`src/rtl/spvg_pkg.sv`:
```
// shared constants, types and tables of the star polygon vertex generator
`timescale 1ns / 1ps
`default_nettype none

package spvg_pkg;

    localparam int MAX_BRANCHES      = 32;
    localparam int MIN_BRANCHES      = 3;
    localparam int COORD_FRAC_BITS   = 15;
    localparam int CORDIC_ITERATIONS = 16;

    localparam int BRANCH_W = 6;
    localparam int RATIO_W  = 17;
    localparam int IDX_W    = 6;
    localparam int COORD_W  = 16;

    localparam logic [RATIO_W-1:0] RATIO_ONE = RATIO_W'(65536);

    localparam int ANGLE_W   = 32;
    localparam int QUAD_LSB  = 30;
    localparam int ATAN_W    = 30;
    localparam int CORDIC_W  = 36;
    localparam int Z_W       = 33;
    localparam int PROD_W    = CORDIC_W + RATIO_W + 1;
    localparam int RATIO_SH  = 16;
    localparam int SCL_W     = PROD_W - RATIO_SH;
    localparam int DIV_STEPS = 32;
    localparam int IT_W      = 5;

    localparam logic [ANGLE_W-1:0] ANGLE_OFF = ANGLE_W'(64'd1 << 30);
    localparam logic signed [CORDIC_W-1:0] GAIN_Q32 = CORDIC_W'(64'sd2608131497);

    localparam int     OUT_SHIFT = 32 - COORD_FRAC_BITS;
    localparam longint OUT_RND   = longint'(1) << (31 - COORD_FRAC_BITS);
    localparam longint FRAC_HI   = (longint'(1) << COORD_FRAC_BITS) - 1;
    localparam longint FRAC_LO   = -(longint'(1) << COORD_FRAC_BITS);
    localparam longint OUT_HI    = (FRAC_HI > 32767) ? 32767 : FRAC_HI;
    localparam longint OUT_LO    = (FRAC_LO < -32768) ? -32768 : FRAC_LO;

    typedef enum logic [5:0] {
        S_IDLE  = 6'b000001,
        S_DIV   = 6'b000010,
        S_LOAD  = 6'b000100,
        S_ROT   = 6'b001000,
        S_SCALE = 6'b010000,
        S_PUSH  = 6'b100000
    } t_state;

    typedef struct packed {
        logic latch;
        logic div_step;
        logic load;
        logic rot_step;
        logic scale;
        logic push;
        logic advance;
    } t_cmd;

    typedef struct packed {
        logic div_last;
        logic rot_last;
        logic out_free;
        logic last_vtx;
    } t_sts;

    // arctangent of 2^-i in units of 2^-32 turn
    function automatic logic [ATAN_W-1:0] atan_turn(input logic [IT_W-1:0] i);
        logic [ATAN_W-1:0] v;
        case (i)
            5'd0:    v = 30'd536870912;
            5'd1:    v = 30'd316933406;
            5'd2:    v = 30'd167458907;
            5'd3:    v = 30'd85004756;
            5'd4:    v = 30'd42667331;
            5'd5:    v = 30'd21354465;
            5'd6:    v = 30'd10679838;
            5'd7:    v = 30'd5340245;
            5'd8:    v = 30'd2670163;
            5'd9:    v = 30'd1335087;
            5'd10:   v = 30'd667544;
            5'd11:   v = 30'd333772;
            5'd12:   v = 30'd166886;
            5'd13:   v = 30'd83443;
            5'd14:   v = 30'd41722;
            5'd15:   v = 30'd20861;
            5'd16:   v = 30'd10430;
            5'd17:   v = 30'd5215;
            5'd18:   v = 30'd2608;
            5'd19:   v = 30'd1304;
            5'd20:   v = 30'd652;
            5'd21:   v = 30'd326;
            5'd22:   v = 30'd163;
            5'd23:   v = 30'd81;
            5'd24:   v = 30'd41;
            5'd25:   v = 30'd20;
            5'd26:   v = 30'd10;
            5'd27:   v = 30'd5;
            5'd28:   v = 30'd3;
            5'd29:   v = 30'd1;
            5'd30:   v = 30'd1;
            default: v = 30'd0;
        endcase
        return v;
    endfunction

endpackage

`default_nettype wire

```
`src/rtl/spvg_req_if.sv`:
```
// request channel: branch count and inner radius ratio
`timescale 1ns / 1ps
`default_nettype none

interface spvg_req_if;
    import spvg_pkg::*;

    logic                valid;
    logic                ready;
    logic [BRANCH_W-1:0] branch_count;
    logic [RATIO_W-1:0]  inner_radius;

    modport source (output valid, output branch_count, output inner_radius, input ready);
    modport sink   (input valid, input branch_count, input inner_radius, output ready);
endinterface

`default_nettype wire

```
`src/rtl/spvg_vtx_if.sv`:
```
// vertex channel: one star vertex per beat
`timescale 1ns / 1ps
`default_nettype none

interface spvg_vtx_if;
    import spvg_pkg::*;

    logic                      valid;
    logic                      ready;
    logic [IDX_W-1:0]          vertex_index;
    logic signed [COORD_W-1:0] x_coord;
    logic signed [COORD_W-1:0] y_coord;
    logic                      last_vertex;

    modport source (output valid, output vertex_index, output x_coord, output y_coord,
                    output last_vertex, input ready);
    modport sink   (input valid, input vertex_index, input x_coord, input y_coord,
                    input last_vertex, output ready);
endinterface

`default_nettype wire

```
`src/rtl/spvg_ctrl.sv`:
```
// sequencing state machine of the star polygon vertex generator
`timescale 1ns / 1ps
`default_nettype none

module spvg_ctrl (
    input  logic           i_clk,
    input  logic           i_rst_n,
    input  logic           i_req_valid,
    output logic           o_req_ready,
    input  spvg_pkg::t_sts i_sts,
    output spvg_pkg::t_cmd o_cmd
);
    import spvg_pkg::*;

    t_state r_state;
    t_state n_state;

    always_ff @(posedge i_clk) begin
        if (!i_rst_n) begin
            r_state <= S_IDLE;
        end else begin
            r_state <= n_state;
        end
    end

    always_comb begin
        n_state     = r_state;
        o_cmd       = '0;
        o_req_ready = 1'b0;
        unique case (r_state)
            S_IDLE: begin
                o_req_ready = 1'b1;
                if (i_req_valid) begin
                    o_cmd.latch = 1'b1;
                    n_state     = S_DIV;
                end
            end
            S_DIV: begin
                o_cmd.div_step = 1'b1;
                if (i_sts.div_last) begin
                    n_state = S_LOAD;
                end
            end
            S_LOAD: begin
                o_cmd.load = 1'b1;
                n_state    = S_ROT;
            end
            S_ROT: begin
                o_cmd.rot_step = 1'b1;
                if (i_sts.rot_last) begin
                    n_state = S_SCALE;
                end
            end
            S_SCALE: begin
                o_cmd.scale = 1'b1;
                n_state     = S_PUSH;
            end
            S_PUSH: begin
                if (i_sts.out_free) begin
                    o_cmd.push = 1'b1;
                    if (i_sts.last_vtx) begin
                        n_state = S_IDLE;
                    end else begin
                        o_cmd.advance = 1'b1;
                        n_state       = S_LOAD;
                    end
                end
            end
            default: begin
                n_state = S_IDLE;
            end
        endcase
    end

endmodule

`default_nettype wire

```
`src/rtl/spvg_dp.sv`:
```
// datapath: step divider, angle accumulator, cordic rotator, scaling and output register
`timescale 1ns / 1ps
`default_nettype none

module spvg_dp (
    input  logic                               i_clk,
    input  logic                               i_rst_n,
    input  spvg_pkg::t_cmd                     i_cmd,
    output spvg_pkg::t_sts                     o_sts,
    input  logic [spvg_pkg::BRANCH_W-1:0]      i_branch_count,
    input  logic [spvg_pkg::RATIO_W-1:0]       i_inner_radius,
    input  logic                               i_out_ready,
    output logic                               o_out_valid,
    output logic [spvg_pkg::IDX_W-1:0]         o_vertex_index,
    output logic signed [spvg_pkg::COORD_W-1:0] o_x_coord,
    output logic signed [spvg_pkg::COORD_W-1:0] o_y_coord,
    output logic                               o_last_vertex
);
    import spvg_pkg::*;

    // request
    logic [BRANCH_W-1:0] r_n;
    logic [RATIO_W-1:0]  r_ratio;
    logic [BRANCH_W-1:0] w_n_clamp;
    logic [RATIO_W-1:0]  w_ratio_clamp;

    // step divider and shared iteration counter
    logic [IT_W-1:0]     r_it;
    logic [BRANCH_W-1:0] r_drem;
    logic [ANGLE_W-1:0]  r_dquo;
    logic [BRANCH_W:0]   w_dtry;
    logic                w_dge;

    // vertex position
    logic [IDX_W-1:0]    r_k;
    logic [ANGLE_W-1:0]  r_vq;
    logic [BRANCH_W-1:0] r_vr;
    logic [BRANCH_W:0]   w_vsum;
    logic                w_vge;
    logic [ANGLE_W-1:0]  w_angle;
    logic [IDX_W-1:0]    w_last_k;

    // cordic
    logic signed [CORDIC_W-1:0] r_cx;
    logic signed [CORDIC_W-1:0] r_cy;
    logic signed [Z_W-1:0]      r_cz;
    logic [1:0]                 r_quad;
    logic signed [CORDIC_W-1:0] w_dx;
    logic signed [CORDIC_W-1:0] w_dy;
    logic signed [Z_W-1:0]      w_atan;
    logic signed [CORDIC_W-1:0] w_c;
    logic signed [CORDIC_W-1:0] w_s;

    // scaling
    logic signed [PROD_W-1:0] w_px;
    logic signed [PROD_W-1:0] w_py;
    logic signed [PROD_W-1:0] w_ratio_s;
    logic signed [SCL_W-1:0]  r_vx;
    logic signed [SCL_W-1:0]  r_vy;
    logic                     r_inner;

    // output register
    logic                      r_ov;
    logic [IDX_W-1:0]          r_oidx;
    logic signed [COORD_W-1:0] r_ox;
    logic signed [COORD_W-1:0] r_oy;
    logic                      r_olast;

    function automatic logic signed [COORD_W-1:0] to_coord(input logic signed [SCL_W-1:0] v);
        logic signed [SCL_W-1:0] w;
        logic signed [SCL_W-1:0] t;
        w = v + SCL_W'(OUT_RND);
        t = w >>> OUT_SHIFT;
        if (t > SCL_W'(OUT_HI)) begin
            t = SCL_W'(OUT_HI);
        end else if (t < SCL_W'(OUT_LO)) begin
            t = SCL_W'(OUT_LO);
        end
        return COORD_W'(t);
    endfunction

    always_comb begin
        if (i_branch_count < BRANCH_W'(MIN_BRANCHES)) begin
            w_n_clamp = BRANCH_W'(MIN_BRANCHES);
        end else if (i_branch_count > BRANCH_W'(MAX_BRANCHES)) begin
            w_n_clamp = BRANCH_W'(MAX_BRANCHES);
        end else begin
            w_n_clamp = i_branch_count;
        end
        w_ratio_clamp = (i_inner_radius > RATIO_ONE) ? RATIO_ONE : i_inner_radius;
    end

    // restoring division of 2^31 by n, one quotient bit per cycle
    assign w_dtry = {r_drem, (r_it == '0)};
    assign w_dge  = (w_dtry >= {1'b0, r_n});

    // k*2^31/n advances by quotient and remainder of 2^31/n
    assign w_vsum   = {1'b0, r_vr} + {1'b0, r_drem};
    assign w_vge    = (w_vsum >= {1'b0, r_n});
    assign w_angle  = r_vq + ANGLE_OFF;
    assign w_last_k = IDX_W'({r_n, 1'b0} - 7'd1);

    assign w_dx   = r_cy >>> r_it;
    assign w_dy   = r_cx >>> r_it;
    assign w_atan = $signed({{(Z_W-ATAN_W){1'b0}}, atan_turn(r_it)});

    always_comb begin
        case (r_quad)
            2'd0: begin
                w_c = r_cx;
                w_s = r_cy;
            end
            2'd1: begin
                w_c = -r_cy;
                w_s = r_cx;
            end
            2'd2: begin
                w_c = -r_cx;
                w_s = -r_cy;
            end
            default: begin
                w_c = r_cy;
                w_s = -r_cx;
            end
        endcase
    end

    assign w_ratio_s = $signed({{(PROD_W-RATIO_W){1'b0}}, r_ratio});
    assign w_px      = PROD_W'(w_c) * w_ratio_s + PROD_W'(32768);
    assign w_py      = PROD_W'(w_s) * w_ratio_s + PROD_W'(32768);

    always_ff @(posedge i_clk) begin
        if (i_cmd.latch) begin
            r_n     <= w_n_clamp;
            r_ratio <= w_ratio_clamp;
            r_drem  <= '0;
            r_dquo  <= '0;
            r_k     <= '0;
            r_vq    <= '0;
            r_vr    <= w_n_clamp >> 1;
        end
        if (i_cmd.div_step) begin
            r_drem <= w_dge ? BRANCH_W'(w_dtry - {1'b0, r_n}) : BRANCH_W'(w_dtry);
            r_dquo <= {r_dquo[ANGLE_W-2:0], w_dge};
        end
        if (i_cmd.latch || i_cmd.load) begin
            r_it <= '0;
        end else if (i_cmd.div_step || i_cmd.rot_step) begin
            r_it <= r_it + 1'b1;
        end
        if (i_cmd.load) begin
            r_cx    <= GAIN_Q32;
            r_cy    <= '0;
            r_cz    <= $signed({{(Z_W-QUAD_LSB){1'b0}}, w_angle[QUAD_LSB-1:0]});
            r_quad  <= w_angle[ANGLE_W-1:QUAD_LSB];
            r_inner <= r_k[0];
        end
        if (i_cmd.rot_step) begin
            if (!r_cz[Z_W-1]) begin
                r_cx <= r_cx - w_dx;
                r_cy <= r_cy + w_dy;
                r_cz <= r_cz - w_atan;
            end else begin
                r_cx <= r_cx + w_dx;
                r_cy <= r_cy - w_dy;
                r_cz <= r_cz + w_atan;
            end
        end
        if (i_cmd.scale) begin
            if (r_inner) begin
                r_vx <= w_px[PROD_W-1:RATIO_SH];
                r_vy <= w_py[PROD_W-1:RATIO_SH];
            end else begin
                r_vx <= SCL_W'(w_c);
                r_vy <= SCL_W'(w_s);
            end
        end
        if (i_cmd.advance) begin
            r_k  <= r_k + 1'b1;
            r_vr <= w_vge ? BRANCH_W'(w_vsum - {1'b0, r_n}) : BRANCH_W'(w_vsum);
            r_vq <= r_vq + r_dquo + ANGLE_W'(w_vge);
        end
        if (i_cmd.push) begin
            r_oidx  <= r_k;
            r_ox    <= to_coord(r_vx);
            r_oy    <= to_coord(r_vy);
            r_olast <= (r_k == w_last_k);
        end
    end

    always_ff @(posedge i_clk) begin
        if (!i_rst_n) begin
            r_ov <= 1'b0;
        end else if (i_cmd.push) begin
            r_ov <= 1'b1;
        end else if (i_out_ready) begin
            r_ov <= 1'b0;
        end
    end

    assign o_sts.div_last = (r_it == IT_W'(DIV_STEPS - 1));
    assign o_sts.rot_last = (r_it == IT_W'(CORDIC_ITERATIONS - 1));
    assign o_sts.out_free = !r_ov || i_out_ready;
    assign o_sts.last_vtx = (r_k == w_last_k);

    assign o_out_valid    = r_ov;
    assign o_vertex_index = r_oidx;
    assign o_x_coord      = r_ox;
    assign o_y_coord      = r_oy;
    assign o_last_vertex  = r_olast;

endmodule

`default_nettype wire

```
`src/rtl/star_polygon_vertex_generator.sv`:
```
// top level of the star polygon vertex generator
// usage:
//   i_req takes one beat per request: branch_count (clamped to 3..32) and
//   inner_radius (unsigned Q1.16, saturated to 1.0). o_vtx then gives the 2n
//   vertices of the star in index order, vertex k at angle pi/2 + k*pi/n,
//   even indexes on the unit circle and odd ones scaled by the ratio, x and y
//   in signed Q1.15. last_vertex marks the final beat of the request.
// timing:
//   a request beat starts a division of 2^31 by n; each vertex then passes
//   in turn through angle load, 16 cordic rotation steps, ratio scaling and
//   output load on the single shared cordic rotator, which works on one
//   vertex at a time.
//   i_req.ready is high only while no request is in work; the next request
//   is taken as soon as the last vertex sits in the output register.
// stalls and reset:
//   o_vtx has an output register; while it is full and not taken the next
//   finished vertex waits and the rotator halts. Reset drops the vertex valid
//   and returns the controller to idle; the datapath registers are not reset.
`timescale 1ns / 1ps
`default_nettype none

module star_polygon_vertex_generator (
    input  logic     i_clk,
    input  logic     i_rst_n,
    spvg_req_if.sink   i_req,
    spvg_vtx_if.source o_vtx
);
    import spvg_pkg::*;

    t_cmd w_cmd;
    t_sts w_sts;

    spvg_ctrl u_ctrl (
        .i_clk       (i_clk),
        .i_rst_n     (i_rst_n),
        .i_req_valid (i_req.valid),
        .o_req_ready (i_req.ready),
        .i_sts       (w_sts),
        .o_cmd       (w_cmd)
    );

    spvg_dp u_dp (
        .i_clk          (i_clk),
        .i_rst_n        (i_rst_n),
        .i_cmd          (w_cmd),
        .o_sts          (w_sts),
        .i_branch_count (i_req.branch_count),
        .i_inner_radius (i_req.inner_radius),
        .i_out_ready    (o_vtx.ready),
        .o_out_valid    (o_vtx.valid),
        .o_vertex_index (o_vtx.vertex_index),
        .o_x_coord      (o_vtx.x_coord),
        .o_y_coord      (o_vtx.y_coord),
        .o_last_vertex  (o_vtx.last_vertex)
    );

    a_idle_holds_last: assert property (@(posedge i_clk) disable iff (!i_rst_n)
        i_req.ready && o_vtx.valid |-> o_vtx.last_vertex)
        else $error("beat pending while idle is not the last vertex");

    a_index_steps: assert property (@(posedge i_clk) disable iff (!i_rst_n)
        o_vtx.valid && o_vtx.ready && !o_vtx.last_vertex |=>
            !o_vtx.valid || o_vtx.vertex_index == IDX_W'($past(o_vtx.vertex_index) + 1'b1))
        else $error("vertex index did not advance by one");

    a_busy_after_req: assert property (@(posedge i_clk) disable iff (!i_rst_n)
        i_req.valid && i_req.ready |=> !i_req.ready)
        else $error("request taken while previous one in work");

endmodule

`default_nettype wire

```
`src/flat_wrapper.sv`:
```
// flat-port wrapper written by rule: the top's interface ports become plain ports
module star_polygon_vertex_generator_flat import spvg_pkg::*;
  (i_clk, i_rst_n, i_req_valid, i_req_branch_count, i_req_inner_radius, i_req_ready, o_vtx_valid, o_vtx_vertex_index, o_vtx_x_coord, o_vtx_y_coord, o_vtx_last_vertex, o_vtx_ready);
  spvg_req_if i_req_i ();
  spvg_vtx_if o_vtx_i ();
  input  logic i_clk;
  input  logic i_rst_n;
  input wire logic [$bits(i_req_i.valid)-1:0] i_req_valid;
  input wire logic [$bits(i_req_i.branch_count)-1:0] i_req_branch_count;
  input wire logic [$bits(i_req_i.inner_radius)-1:0] i_req_inner_radius;
  output wire logic [$bits(i_req_i.ready)-1:0] i_req_ready;
  output wire logic [$bits(o_vtx_i.valid)-1:0] o_vtx_valid;
  output wire logic [$bits(o_vtx_i.vertex_index)-1:0] o_vtx_vertex_index;
  output wire logic [$bits(o_vtx_i.x_coord)-1:0] o_vtx_x_coord;
  output wire logic [$bits(o_vtx_i.y_coord)-1:0] o_vtx_y_coord;
  output wire logic [$bits(o_vtx_i.last_vertex)-1:0] o_vtx_last_vertex;
  input wire logic [$bits(o_vtx_i.ready)-1:0] o_vtx_ready;
  assign i_req_i.valid = i_req_valid;
  assign i_req_i.branch_count = i_req_branch_count;
  assign i_req_i.inner_radius = i_req_inner_radius;
  assign i_req_ready = i_req_i.ready;
  assign o_vtx_valid = o_vtx_i.valid;
  assign o_vtx_vertex_index = o_vtx_i.vertex_index;
  assign o_vtx_x_coord = o_vtx_i.x_coord;
  assign o_vtx_y_coord = o_vtx_i.y_coord;
  assign o_vtx_last_vertex = o_vtx_i.last_vertex;
  assign o_vtx_i.ready = o_vtx_ready;
  star_polygon_vertex_generator u_core (.i_clk(i_clk), .i_rst_n(i_rst_n), .i_req(i_req_i), .o_vtx(o_vtx_i));
endmodule
```
`config.mk`:
```
export PLATFORM = sky130hd
export DESIGN_NAME = star_polygon_vertex_generator_flat
export DESIGN_NICKNAME = d
export VERILOG_FILES = /design/src/rtl/spvg_pkg.sv /design/src/rtl/spvg_req_if.sv /design/src/rtl/spvg_vtx_if.sv /design/src/rtl/spvg_ctrl.sv /design/src/rtl/spvg_dp.sv /design/src/rtl/star_polygon_vertex_generator.sv /design/src/flat_wrapper.sv
export SDC_FILE = /design/constraint.sdc
export NUM_CORES = 2
export LEC_CHECK = 0
export BUFFER_PORTS_ARGS = -buffer_cell sky130_fd_sc_hd__buf_4
export CAP_MARGIN = 20
export CORE_MARGIN = 3
export CORE_UTILIZATION = 62
export DETAILED_ROUTE_END_ITERATION = 12
export GPL_TIMING_DRIVEN = 0
export PLACE_DENSITY_LB_ADDON = 0.2
export RECOVER_POWER = 50
export SLEW_MARGIN = 0
export SYNTH_ARGS = -nofsm -noshare
export SYNTH_HDL_FRONTEND = slang
export SYNTH_SLANG_ARGS = --single-unit
```
`constraint.sdc`:
```
create_clock -name i_clk -period 11.17 [get_ports i_clk]
set_input_delay 0.5585 -clock i_clk [delete_from_list [all_inputs] [get_ports i_clk]]
set_output_delay 0.5585 -clock i_clk [all_outputs]
set_load 0.02 [all_outputs]
```
# After elaboration in Yosys (flattened, before gate mapping)
# Memories as Yosys holds them, arrays and structs flattened. A register that Yosys moved wholly into a read port is not among the register bits.
# Cells that the tools add are included.
# word_totals
mem_count	1
mem_bits_ro	960
register_bits	340
word_cells	130
# classes
mux	47
n_reduce_logical	11
addsub	21
shifts	2
n_eq_ne	15
n_lt_le_gt_ge	9
mul	2
# mem_list
name	depth	width	rd	rd_clocked_by_memory_dff	wr	line	source
(no name shown)	32	30	1	1	0	spvg_pkg.sv:69	case (i)
# ops
op	n
36-bit 2-to-1 mux	6
36-bit one-hot mux with 3 select lines	2
54-bit by 17-bit adder with 54-bit output (second input constant)	2
36-bit by 18-bit multiplier with 54-bit output	2
33-bit 2-to-1 mux	3
32-bit 2-to-1 mux	3
6-bit 2-to-1 mux	13
38-bit by 18-bit adder with 38-bit output (second input constant)	2
38-bit 2-to-1 mux	2
36-bit adder	2
36-bit negation	2
36-bit by 5-bit >>> shifter with 36-bit output	2
36-bit subtractor	2
21-bit by 16-bit greater-than comparator with 1-bit output (second input constant)	2
21-bit by 16-bit less-than comparator with 1-bit output (second input constant)	2
6-bit one-hot mux with 6 select lines	1
33-bit by 31-bit adder with 33-bit output	1
33-bit by 31-bit subtractor with 33-bit output	1
32-bit by 1-bit adder with 32-bit output	1
32-bit by 31-bit adder with 32-bit output (second input constant)	1
32-bit adder	1
16-bit 2-to-1 mux	2
17-bit greater-than comparator (second input constant)	1
7-bit by 6-bit >= comparator with 1-bit output	2
29 further kinds	49

# Depth between registers and ports, before layout
# logic_depth
depth_word	6
ltp_mapped	38
ltp_nobuf	36

# Cells and area by module
# From an unflattened synthesis, not the netlist that was laid out.
# unflattened
cells_unflattened	8051
hier_area_um2	73226.5
# modules_own_cells
mod	n_inst	cells_per_inst	area_per_inst_um2
spvg_dp	1	7999	72798.6
spvg_ctrl	1	52	427.9

# Worst setup path after synthesis
# OpenSTA, ideal clock, no wires.
# synth_timing
kind	reg-to-reg
start	register u_core.u_dp.r_cy[1]
end	register u_core.u_dp.r_vy[29] (data pin)
n_path_buf	3
arrival_time_ns	9.140
stages_incl_launch_ff	36
slack_ns	1.771
synth_period_minus_slack_ns	9.399
cell_sequence	edfxtp_1 > inv_1 > ha_1 > or4b_4 > or3_1 > clkbuf_1 > nor3_1 > nand3_1 > or3_1 > clkbuf_1 > nor3_2 > xnor2_1 > mux4_2 > a21boi_1 > buf_6 > and2_1 > fa_1 > inv_1 > fa_1 > fa_1 > inv_1 > fa_1 > fa_1 > inv_1 > fa_1 > inv_1 > ha_1 > a2111oi_0 > nand2b_1 > o21ai_0 > a21oi_1 > a31oi_1 > o21ai_0 > a21o_1 > xor2_1 > mux2_2
# synth_between
elab_chain_cells	5
# synth_lines
element	line	source
from (decl)	spvg_dp.sv:45	logic signed [CORDIC_W-1:0] r_cy;
from (signal assigned)	spvg_dp.sv:161	r_cy <= r_cy + w_dy;
from (signal assigned)	spvg_dp.sv:165	r_cy <= r_cy - w_dy;
36-bit negation	spvg_dp.sv:119	w_s = -r_cy;
36-bit one-hot mux with 3 select lines *	spvg_dp.sv:108	case (r_quad)
36-bit by 18-bit multiplier with 54-bit output	spvg_dp.sv:130	assign w_py = PROD_W'(w_s) * w_ratio_s + PROD_W'(32768);
54-bit by 17-bit adder with 54-bit output	spvg_dp.sv:130	
38-bit 2-to-1 mux *	spvg_dp.sv:170	if (r_inner) begin
to (signal assigned)	spvg_dp.sv:172	r_vy <= w_py[PROD_W-1:RATIO_SH];
to (signal assigned)	spvg_dp.sv:175	r_vy <= SCL_W'(w_s);
to (decl)	spvg_dp.sv:59	logic signed [SCL_W-1:0] r_vy;
# Mark *: on every way between the ends. The rest lies on a longest branch, timed or not.
# A chain may end at the register's enable or synchronous reset.

# Worst setup path in the final report
# layout_timing
start	register u_core.u_dp.r_cy[1]
end	register u_core.u_dp.r_vx[37] (data pin)
# layout_between
elab_chain_cells	5
# layout_lines
element	line	source
36-bit negation	spvg_dp.sv:114	w_c = -r_cy;
36-bit one-hot mux with 3 select lines *	spvg_dp.sv:108	
36-bit by 18-bit multiplier with 54-bit output	spvg_dp.sv:129	assign w_px = PROD_W'(w_c) * w_ratio_s + PROD_W'(32768);
54-bit by 17-bit adder with 54-bit output	spvg_dp.sv:129	
38-bit 2-to-1 mux *	spvg_dp.sv:170	
to (signal assigned)	spvg_dp.sv:171	r_vx <= w_px[PROD_W-1:RATIO_SH];
to (signal assigned)	spvg_dp.sv:174	r_vx <= SCL_W'(w_c);
to (decl)	spvg_dp.sv:58	logic signed [SCL_W-1:0] r_vx;
# Marks and branches as above.

==> metrics.md <==
| Metric | Value |
|---|---|
| Fill cell total of the finished layout | approximately 9500 |
| Normalized max-slew margin | -1.509 |
| WS Path Type | reg2reg |
| Average cell area after synthesis | 9.082 sq um |
| Wire length per cell after detailed routing | 26.29 um |
| CP peak stage delay | between 0.5 and 0.6 ns |
| Final-report max-slew violation count | between 200 and 250 |
| Half-perimeter wire length after detailed placement | 209400 um |
| Number of maximum-capacitance constraint violations | 5 |
| Violated checks | max-capacitance violations, max-slew violations |
| Maximum buffer depth of the clock tree | 3 |
| Initial detailed-routing violation count | 6022 |
| Number of search-and-repair iterations in the first detailed-routing pass | 9 |
| Total negative slack | 0 ns |
| Register-to-register path setup slack | approximately 0.17 ns |
| Number of instances in the synthesized netlist | 8068 |
| Routed WL | 257600 um |
| Main area contributors after synthesis | sky130_fd_sc_hd__fa_1 32%, sky130_fd_sc_hd__edfxtp_1 12%, sky130_fd_sc_hd__ha_1 8.3%, sky130_fd_sc_hd__inv_1 7.3%, sky130_fd_sc_hd__and2_1 6.0% |
| Final #Nets | just under 10000 |
| Total die area | ~0.12 sq mm |
| Top fanout value on the critical path | 10 |
| Clk_skew | 0.06781 ns |
| Die Y-Extent | 349.8 um |
| GRT Total Usage | 0.4276 |
| Tmin final | between 10 and 15 ns |
| Most frequent cells in the layout | 1426 x sky130_fd_sc_hd__inv_1, 1168 x sky130_fd_sc_hd__fa_1, 857 x sky130_fd_sc_hd__nand2_1 |
| Class of the tightest hold or removal check | in2reg |
| Data arrival time of the worst path | 11.41 ns |
| Number of buffers added on ports | 67 |
| Drt via density | roughly 6.3 |
| Clock-pin transition on the worst setup and hold timing paths | 0.06 ns |
| Number of endpoints with negative hold slack in the final report | 0 |
| Required @ worst endpoint | 11.58 ns |
| Launch point of the worst hold path | i_rst_n |
| Flops & latches, synth | 338 |
| Fraction of the cycle the final worst path needs | 0.9848 |
| Initial core utilization | 0.6280 |
| Sequential share of the synthesized area | 0.1328 |
| Area Overhead vs Synth | 6.205% |
| Net count after synthesis | 9751 |
| Crit path setup slack, layout | 0.1697 ns |
| Final number of setup-violating endpoints | 0 |
| Fraction of post-synthesis cell area in the top cell type by area | 0.3191 |
| Area occupied by registers | 0.009729 sq mm |
| Async SR Flop Fraction | 0 |
| Hold bufs inserted after CTS | 0 |
| Most numerous cell on the critical path | sky130_fd_sc_hd__fa_1 |
| Master of the slowest instance on the critical path | sky130_fd_sc_hd__edfxtp_1 |
| Final core utilization | 0.6670 |
| Overall via count from detail_route | about 62000 |
| GR Overflow Total | 0 |
| CP Capture Type | flop |
| Largest net degree at the start of global routing | 67 |
| Fraction of final layout cells with drive strength greater than 1 | 0.05853 |
| Leading cell type in the layout, fill and taps excluded | sky130_fd_sc_hd__inv_1 |
| Maximum frequency from static timing analysis | roughly 0.09 GHz |
| Number of I/O pins | 68 |
| Clock root buffer master | sky130_fd_sc_hd__clkbuf_16 |
| Number of flops mapped to enable cells by yosys | 296 |
| Initial antenna violation count | 17 |
| Netlist Area Pre-Place | 0.07328 sq mm |
| Transition at the pin with the smallest max-transition slack | 3.764 ns |
| Worst r2r src | u_core.u_dp.r_cy[1]$_SDFFCE_PN0P_ |
| First-pass GRT wire length | 389300 um |
| CTS buffer count | 41 |
| Primary FF master, synth | sky130_fd_sc_hd__edfxtp_1 |
| Level count of the clock H-tree | 2 |
| Count of unique library cells instantiated by Yosys | 97 |
| Min-Delay Path Depth | 2 |
| Horizontal die dimension | 349.8 um |
| Combined area of the multi-input logic cells | 0.05659 sq mm |
| Cell type with the largest total area after synthesis | sky130_fd_sc_hd__fa_1 |
| Area of the core | 0.1167 sq mm |
| Routability-driven placement congestion ratio | 1.115 |
| Result of the run | finished, violations left |
| Clock Sinks | 338 |
| End of the worst register-to-register path | u_core.u_dp.r_vx[37]$_DFFE_PP_ |
| YS warnings | 0 |
| Worst Reg2Reg Path Length in Cells | 34 |
| TritonCTS clock tree | yes |
| Number of global-route vias before repair | 64060 |
| Count of unresolved DRC violations after routing | 0 |
| Worst hold path endpoint | u_core.u_ctrl.r_state[3]$_SDFFE_PN0P_ |
| Critical path startpoint category | flop |
| Standard-cell rows | between 100 and 150 |
| Worst skew pair latency | 0.66 ns |
| Number of antenna-violating nets in the routed design | 0 |
| Placement Setup Slack | -1.100 ns |
metal layers:
layer	up-vias	GRT usage	wire (um)
met3	1062	0.1102	27270
met2	3716	0.6718	115500
li1	26240	-	-
met1	30630	0.5104	91510
met4	8	0.3149	23200
met5	-	0	67
cell usage after synthesis, drive strengths merged (9+ instances only):
master,number
inv,1430
xor2,159
clkbuf,359
mux2i,83
or3,33
o21ai,246
a2111oi,11
or4,9
fa,1168
nand2b,41
edfxtp,296
buf,86
a21boi,23
o31a,12
and3,53
and2,701
nand2,861
mux2,68
o21bai,29
nor3,105
nand4,35
nor2,383
o211ai,23
o21a,36
o22ai,24
or2,12
a21oi,333
o311ai,13
a31oi,71
nand3,84
ha,488
a31o,15
nor3b,13
o31ai,15
xnor2,194
nor2b,65
nand3b,12
mux4,134
nor4,30
a21o,114
o221ai,10
dfxtp,42
a211oi,38
how the worst max path moves through the flow:
stage                                  startpoint                             end  slack, ns  cells after the start
2_1_floorplan   u_core.u_dp.r_cy[1]$_SDFFCE_PN0P_  u_core.u_dp.r_vy[29]$_DFFE_PP_       1.77                     35
3_3_place_gp      u_core.u_dp.r_quad[0]$_DFFE_PP_  u_core.u_dp.r_vy[29]$_DFFE_PP_      -1.57                     29
3_5_place_dp      u_core.u_dp.r_quad[0]$_DFFE_PP_  u_core.u_dp.r_vx[37]$_DFFE_PP_      -1.10                     29
4_1_cts         u_core.u_dp.r_cy[0]$_SDFFCE_PN0P_  u_core.u_dp.r_vx[37]$_DFFE_PP_      0.002                     36
5_1_grt        u_core.u_dp.r_cx[13]$_SDFFCE_PN1P_  u_core.u_dp.r_vx[37]$_DFFE_PP_      -0.04                     35
6_report        u_core.u_dp.r_cy[1]$_SDFFCE_PN0P_  u_core.u_dp.r_vx[37]$_DFFE_PP_       0.17                     34
sequential cells by signal (all words and copies together), names as in the netlist, 2 cells and up:
signal	count
u_core.u_dp.r_cy	36
u_core.u_dp.r_n	6
u_core.u_dp.o_x_coord	16
u_core.u_dp.r_cz	33
u_core.u_dp.r_k	6
u_core.u_dp.r_cx	36
u_core.u_dp.r_drem	6
u_core.u_dp.w_atan	30
u_core.u_dp.r_ratio	17
u_core.u_dp.r_vx	22
u_core.u_dp.o_y_coord	16
u_core.u_dp.r_quad	2
u_core.u_dp.r_dquo	32
u_core.u_dp.r_vr	6
u_core.u_dp.o_vertex_index	6
u_core.u_dp.r_it	5
u_core.u_dp.r_vq	32
u_core.u_dp.r_vy	22
u_core.u_ctrl.r_state	6
kinds of logic after synthesis:
| kind of cell | after synthesis | synth area share |
|---|---|---|
| AOI/OAI and AO/OA | 1098 | 0.09422 |
| adders and majority gates | 1656 | 0.4024 |
| buffers and inverters | 1879 | 0.09856 |
| xor gates and xnor gates | 353 | 0.04219 |
| muxes | 285 | 0.06338 |
| and+or+nand+nor | 2459 | 0.1664 |
| DFF | 338 | 0.1328 |
final cells by class:
type,instances,area share
Sequential cell,338,0.1250
Multi-Input combinational cell,5851,0.7271
Inverter,1434,0.06917
Clock buffer,50,0.01415
Antenna cell,21,0.0006753
Clock inverter,24,0.004148
Tap cell,1524,0.02450
Timing Repair Buffer,120,0.01178
Buffer,435,0.02344
worst max-delay path, delay by kind of cell, from the launching register on:
kind | cells | cell delay [ns]
fa+ha+maj | 7 | 3.30
mux | 1 | 0.52
flops | 1 | 0.58
compound gates | 9 | 2.75
xor+xnor | 1 | 0.10
buf+inv | 7 | 0.98
simple gates | 9 | 2.48
per-stage QoR:
step	hold WS (ns)	cell area (sq um)	cells
floorplan	0.4911	73280	8068
global placement	0.5447	75690	9659
detailed placement	0.5513	76240	9699
CTS	0.1203	77750	9772
global route	0.1584	77780	9781
finish	0.1505	77820	9797
timing repair:
action                                  4_1_cts  5_1_grt
pin swaps                                     0        5
resized for setup                            23       46
buffers inserted                              0        4
endpoints found under the setup margin       38       22
Power is left out: the tool's default activity adds up to more than one toggle a clock period on the data nets, which glitch-free logic cannot reach.
